**src/aes_ram.sv**
```systemverilog
// ---------------------------------------------------------------------------
// AES generic RAM
// Single write port, single read port, registered read data.
// ---------------------------------------------------------------------------
module aes_ram #(
    parameter int WIDTH = 64,
    parameter int DEPTH = 26
) (
    input  logic                     clk,
    input  logic                     we,
    input  logic [$clog2(DEPTH)-1:0] waddr,
    input  logic [WIDTH-1:0]         wdata,
    input  logic [$clog2(DEPTH)-1:0] raddr,
    output logic [WIDTH-1:0]         rdata
);

    logic [WIDTH-1:0] mem [DEPTH];

    always_ff @(posedge clk)
    begin
        if (we)
            mem[waddr] <= wdata;
        rdata <= mem[raddr];
    end

endmodule

```
**config.mk**
```make
export PLATFORM = sky130hd
export DESIGN_NAME = aes_ram
export DESIGN_NICKNAME = d
export VERILOG_FILES = /design/src/aes_ram.sv
export SDC_FILE = /design/constraint.sdc
export NUM_CORES = 1
export LEC_CHECK = 0
export BUFFER_PORTS_ARGS = -buffer_cell sky130_fd_sc_hd__buf_2
export CORE_ASPECT_RATIO = 2
export CORE_MARGIN = 2
export CORE_UTILIZATION = 60
export DETAILED_ROUTE_END_ITERATION = 10
export PLACE_DENSITY = 0.77
export REMOVE_ABC_BUFFERS = 1
export SLEW_MARGIN = 20
export SYNTH_ARGS = -nofsm -noshare
export SYNTH_HDL_FRONTEND = slang
export SYNTH_SLANG_ARGS = --single-unit
```
**constraint.sdc**
```tcl
create_clock -name clk -period 6.2 [get_ports clk]
set_input_delay 1.24 -clock clk [delete_from_list [all_inputs] [get_ports clk]]
set_output_delay 1.24 -clock clk [all_outputs]
set_load 0.01 [all_outputs]
```
==> impl_results.md, run 1 <==
* Post-synth top area cell: edfxtp_1
* Worst IR Drop VDD at 0.262 mV
* Reg-to-Reg Start: mem[12][56]
* Grt ovf at 0
* Starting DRC count in detailed routing at 3463
* Critical path origin: waddr[1]
* WHS at 0.613 ns
* Remaining DRCs at 0
* Gate Count Post-Synth at 2753
* Die area at 0.110 sq mm
* Max Clk Rate at 319 MHz
* Clock slew at reported path FFs at 0.07 ns
* Critical path arrival at 3.53 ns
* Leakage at 22.8 nW
* Cell at the root of the clock tree: clkbuf_16
* Hold Fails Final Rpt at 0
* Postcts setup bufs at 0
* Dpl hpwl at 78.4 mm
* Reg2reg path depth at 4
* Via count at 30400
* Tcrit/Tclk final at 0.506
* Setup TNS at 0 ns
* DR WL met3 at 12.6 mm
* GP Congestion at 0.760
* CTS Hold Bufs at 0
* Max-Cap Viols at 0
* Die Ht at 468 microns
* I/O Pins at 140
* Crit Path Class: primary input to flop
* Skew final at 0.0239 ns
* Ys Warns at 0
* Via-to-Cell Ratio at 6.80
* Post-synthesis cell area at 0.0646 sq mm
* Nets at 3048
* Tightest Hold Check Type: flop to flop
* Reg-to-Reg End: rdata[56]
* Largest net degree at the start of global routing at 81
* First-pass GRT wire length at 218 mm
* Worst setup EP type: flop
* CP delay by family, top: buffers and inverters
* Setup Viol. Count Final at 0
* Drt total wl at 150 mm
* Register bit total from synthesis at 1728
* Top layer in use: met5
* CP Max Fanout at 33
* Setup crit end: mem[13][2]
* Initial Utilization at 0.603
* Critical path, cell by cell: buf_2, nand3b_1, nor2_4, buf_4, buf_4
* Run status: finished, final reports clean
* IO Port Bufs at 139
* Worst-skew pair later-pin latency at 0.77 ns
* Top post-synthesis cells by area: edfxtp_1 (77%), mux4_2 (13%), dfxtp_1 (2.0%)
* Crit-path slowest cell: buf_4
* Met1 WL at 51.9 mm
* Vias in the first global route at 32100
* # H-tree levels at 4
* WP data required at 6.59 ns
* Max-slew headroom at 0.309
* Drt first pass iters at 7
* Startpoint type of the worst setup path: primary input
* Non-filler instance count after layout at 4465
* Area grow syn2layout at 11.7%
* WL met2 at 80.4 mm
* # rows at 170
* CTS tree: done
* Initial antenna violation count at 8
* Util after Layout at 0.674
* Pwr dens at 323 mW/mm^2
* CP peak stage delay at 0.65 ns
* Top-area cell type share of the netlist area at 0.774
* Routed Antenna Nets at 0
* Placed Cells at 4206
* RSZ-0062 raised after global routing: false
* Crit path buffers/inverters at 3
* Register area share after synthesis at 0.794
* Clk sinks at 1728
* Setup slack, reg-to-reg at 4.45 ns
* Worst-case clock buffer depth at 3
* CP dominant cell by count: buf_4
* Average cell area after synthesis at 23.5 sq um
* Core Footprint at 0.107 sq mm
* CP Depth at 5
* Resize count post-CTS at 0
* Overall power at 23.3 mW
* Worst Tran Pin Value at 1.04 ns
* Tmin final at 3.14 ns
* Total track usage at 0.278
* Routed length per instance at 33.6 microns
* Cell variety after synth at 22
* TritonCTS Buffers at 138
* Layout cells sized above 1 at 0.318
* Slew Limit Fails at 0
* DIE WIDTH at 236 microns
* Fillers at 6290
## worst min-delay path by stage
| stage | startpoint | endpoint | depth (start not counted) |
|---|---|---|---|
| 2_1_floorplan | mem[24][62] | rdata[62] | 4 |
| 3_3_place_gp | mem[24][44] | rdata[44] | 4 |
| 3_5_place_dp | mem[24][20] | rdata[20] | 4 |
| 4_1_cts | mem[24][14] | rdata[14] | 4 |
| 5_1_grt | mem[24][14] | rdata[14] | 4 |
| 6_report | mem[24][14] | rdata[14] | 4 |
## tightest hold or removal path, stage by stage, from the launching register on
cell	delay (ns)
edfxtp_1	0.32
mux2i_1	0.06
nand2_1	0.07
o211ai_2	0.08
nand3_1	0.07
## registers in the layout (all words and copies together) (netlist names)
signal  cells
mem      1664
rdata      64
## per-layer routing
layer / vias to the layer above / track usage
li1: 12100 / -
met2: 1692 / 0.489
met1: 16200 / 0.343
met5: - / 0
met4: 10 / 0.106
met3: 365 / 0.0531
## placed cells by master (no fill, tap or decap), types with 2 or more instances in the layout
cell and n:
clkinv_1 16, a22oi_1 128, clkinvlp_4 7, clkbuf_1 27, nor3b_2 2, edfxtp_1 1664
clkinv_8 7, diode_2 4, mux2i_1 64, nor2_4 26, clkinv_2 18, buf_4 72
o211ai_2 64, buf_8 2, buf_2 134, nand2_1 65, buf_6 2, clkbuf_16 139
or3b_1 3, inv_6 9, clkbuf_8 10, nand3b_1 5, dfxtp_1 64, nand3_1 65
mux2_2 64, buf_16 3, mux4_2 384, buf_12 17, bufinv_16 18
## Yosys cell counts
cell type  instances
a22oi_1          128
and3b_1            1
buf_1             15
buf_2             23
buf_4             16
buf_6             13
buf_8              1
clkbuf_1          83
dfxtp_1           64
edfxtp_1        1664
mux2_2            64
mux2i_1           64
mux4_2           384
nand2_1           65
nand3_1           65
nand3b_1           5
nor2_1            27
nor3_2             1
nor3b_1            2
o211ai_2          64
or3_1              1
or3b_1             3
## cell families after synthesis
logic type,after synthesis,synth area share
AND/OR/NAND/NOR,170,0.0120
multiplexers,512,0.155
AO/OA/AOI/OAI,192,0.0273
buffers and inverters,151,0.0118
flip-flops,1728,0.794
## per-stage QoR
step                      worst slack (ns)  instance area (sq um)
after floorplan                      0.899                  63800
after global placement                2.39                  67300
after detailed placement              2.34                  67400
after CTS                             3.13                  72100
after global routing                  3.02                  72100
final                                 3.06                  72100
## final cells by class
| cell class | count | area, sq um | area share |
|---|---|---|---|
| diodes | 4 | 10.0 | 0.000139 |
| clock buffers | 176 | 3720 | 0.0515 |
| clock inverters | 77 | 975 | 0.0135 |
| multi-input cells | 874 | 12800 | 0.177 |
| flip-flops and latches | 1728 | 51200 | 0.711 |
| well taps | 1376 | 1720 | 0.0239 |
| repair buffers | 230 | 1690 | 0.0234 |
## power by group
group	internal, mW	switching (mW)	leakage (nW)	total [mW]
Sequential	13.0	0.0718	15.5	13.0
Clock	5.05	4.06	2.27	9.11
Combinational	0.435	0.672	5.02	1.11
Total	18.5	4.80	22.8	23.3
Power figures use the tool's default switching activity.
==> run 2: changes to the inputs <==
--- a/config.mk
+++ b/config.mk
@@ -8,9 +8,9 @@
 export BUFFER_PORTS_ARGS = -buffer_cell sky130_fd_sc_hd__buf_2
 export CORE_ASPECT_RATIO = 2
 export CORE_MARGIN = 2
-export CORE_UTILIZATION = 60
+export CORE_UTILIZATION = 56
 export DETAILED_ROUTE_END_ITERATION = 10
-export PLACE_DENSITY = 0.77
+export PLACE_DENSITY = 0.75
 export REMOVE_ABC_BUFFERS = 1
 export SLEW_MARGIN = 20
 export SYNTH_ARGS = -nofsm -noshare
==> constraint.sdc (replaced) <==
create_clock -name clk -period 2.8 [get_ports clk]
set_input_delay 0.56 -clock clk [delete_from_list [all_inputs] [get_ports clk]]
set_output_delay 0.56 -clock clk [all_outputs]
set_load 0.01 [all_outputs]
==> impl_results.md, run 2 (synthesis gave the netlist of run 1 again) <==
* Run status: finished, final reports clean
* Multi-input gate area at 0.0128 sq mm
* # H-tree levels at 4
* TritonCTS Buffers at 139
* Critical path, cell by cell: buf_2
* Leakage at 23.6 nW
* WHS at 0.221 ns
* Critical path arrival at 1.41 ns
* Top flop regs: mem: 1664 flops, rdata: 64 flops
* Routed Antenna Nets at 0
* Setup Viol. Count Final at 0
* CTS Hold Bufs at 0
* Initial Utilization at 0.563
* Routed length per instance at 33.6 microns
* CP Max Fanout at 1
* Top reg by flops: mem
* Starting DRC count in detailed routing at 4040
* Worst Tran Pin Value at 0.773 ns
* Placement Cell Area at 0.0694 sq mm
* Drt total wl at 158 mm
* Slew Limit Fails at 0
* Util after Layout at 0.645
* Worst-case clock buffer depth at 3
* Max-slew headroom at 0.483
* Crit Path Class: flop to output port
* Cell at the root of the clock tree: clkbuf_16
* First-pass GRT wire length at 229 mm
* Postcts setup bufs at 0
* Largest net degree at the start of global routing at 53
* Fillers at 7005
* I/O Pins at 140
* Die Ht at 484 microns
* Hold Fails Final Rpt at 0
* Via count at 31000
* Max reg flops at 1664
* Worst IR Drop VDD at 0.724 mV
* Setup TNS at 0 ns
* Dpl hpwl at 86.8 mm
* Crit path buffers/inverters at 1
* Clock slew at reported path FFs at 0.07 ns
* Crit-path slowest cell: dfxtp_1
* Non-filler instance count after layout at 4693
* Overall power at 51.4 mW
* Worst-skew pair later-pin latency at 0.78 ns
* Placed Cells at 4430
* Setup ws final at 0.829 ns
* Most frequent cells in the layout: edfxtp_1 (1664), mux4_2 (384), clkbuf_16 (144)
* Reg-to-Reg End: rdata[19]
* IO Port Bufs at 139
* Final instance area at 0.0740 sq mm
* Max-Cap Viols at 0
* Worst setup EP type: output port
* Most common cell after layout, fill and taps aside: edfxtp_1
* Nets at 3134
* Total track usage at 0.274
* Min-Delay Startpoint: wdata[32]
* Die area at 0.118 sq mm
* Skew final at 0.0193 ns
* Tightest Hold Check Type: primary input to flop
* Via-to-Cell Ratio at 6.61
* Area grow syn2layout at 14.7%
* Grt ovf at 0
* Initial antenna violation count at 18
* RSZ-0062 raised after global routing: false
* GP Congestion at 0.784
* Core Footprint at 0.115 sq mm
* Tmin final at 1.97 ns
* Reg-to-Reg Start: mem[11][19]
* Clk sinks at 1728
* Tcrit/Tclk final at 0.704
* CP delay by family, top: flip-flops
* DIE WIDTH at 244 microns
* Layout cells sized above 1 at 0.339
* Setup slack, reg-to-reg at 1.06 ns
* Resize count post-CTS at 0
* Startpoint type of the worst setup path: flop
* Hold Path Depth at 1
* CP peak stage delay at 0.45 ns
* Drt first pass iters at 8
* Reg2reg path depth at 4
* Vias in the first global route at 32300
* WP data required at 2.24 ns
* CTS tree: done
* Pwr dens at 695 mW/mm^2
* Sequential cell area at 0.0512 sq mm
* # rows at 176
* Remaining DRCs at 0
* Hold endpoint: mem[17][32]
* Max Clk Rate at 507 MHz
* Worst slack, placed at 0.264 ns
run 2: changes by cell type in the layout (fill, tap and decap cells not counted), sizes merged:
cell and delta:
buf +85, clkinvlp -2, clkbuf +6, bufinv -6, inv +2, diode +1
clkinv +5
run 2: layout make-up:
| cell class | instances | share of cell area |
|---|---|---|
| Antenna cell | 5 | 0.000169 |
| Clock buffer | 182 | 0.0526 |
| Timing Repair Buffer | 315 | 0.0468 |
| Clock inverter | 76 | 0.0102 |
| Sequential cell | 1728 | 0.692 |
| Tap cell | 1513 | 0.0256 |
| Multi-Input combinational cell | 874 | 0.172 |
run 2: how the worst max path moves through the flow:
stage	start	end	slack, ns	depth (start not counted)
after floorplan	raddr[3]	rdata[0]	-1.82	3
after CTS	rdata[6]	rdata[6]	0.78	1
final	rdata[6]	rdata[6]	0.83	1
after detailed placement	raddr[0]	rdata[29]	0.26	7
after global routing	rdata[30]	rdata[30]	0.79	1
after global placement	raddr[0]	rdata[29]	0.30	7
run 2: report_power, final:
part           leakage (nW)  switching [mW]  internal [mW]
sequential             15.5           0.152           28.7
clock                  2.29            8.96           11.0
combinational          5.75            1.51           1.08
run 2: layer usage:
layer  GRT usage  vias to the layer above  part of all wire
li1            -                    12300                 -
met1       0.358                    16500              0.36
met2       0.466                     1752              0.52
met3      0.0462                      366             0.084
met4       0.104                       20             0.039
met5           0                        -           0.00074
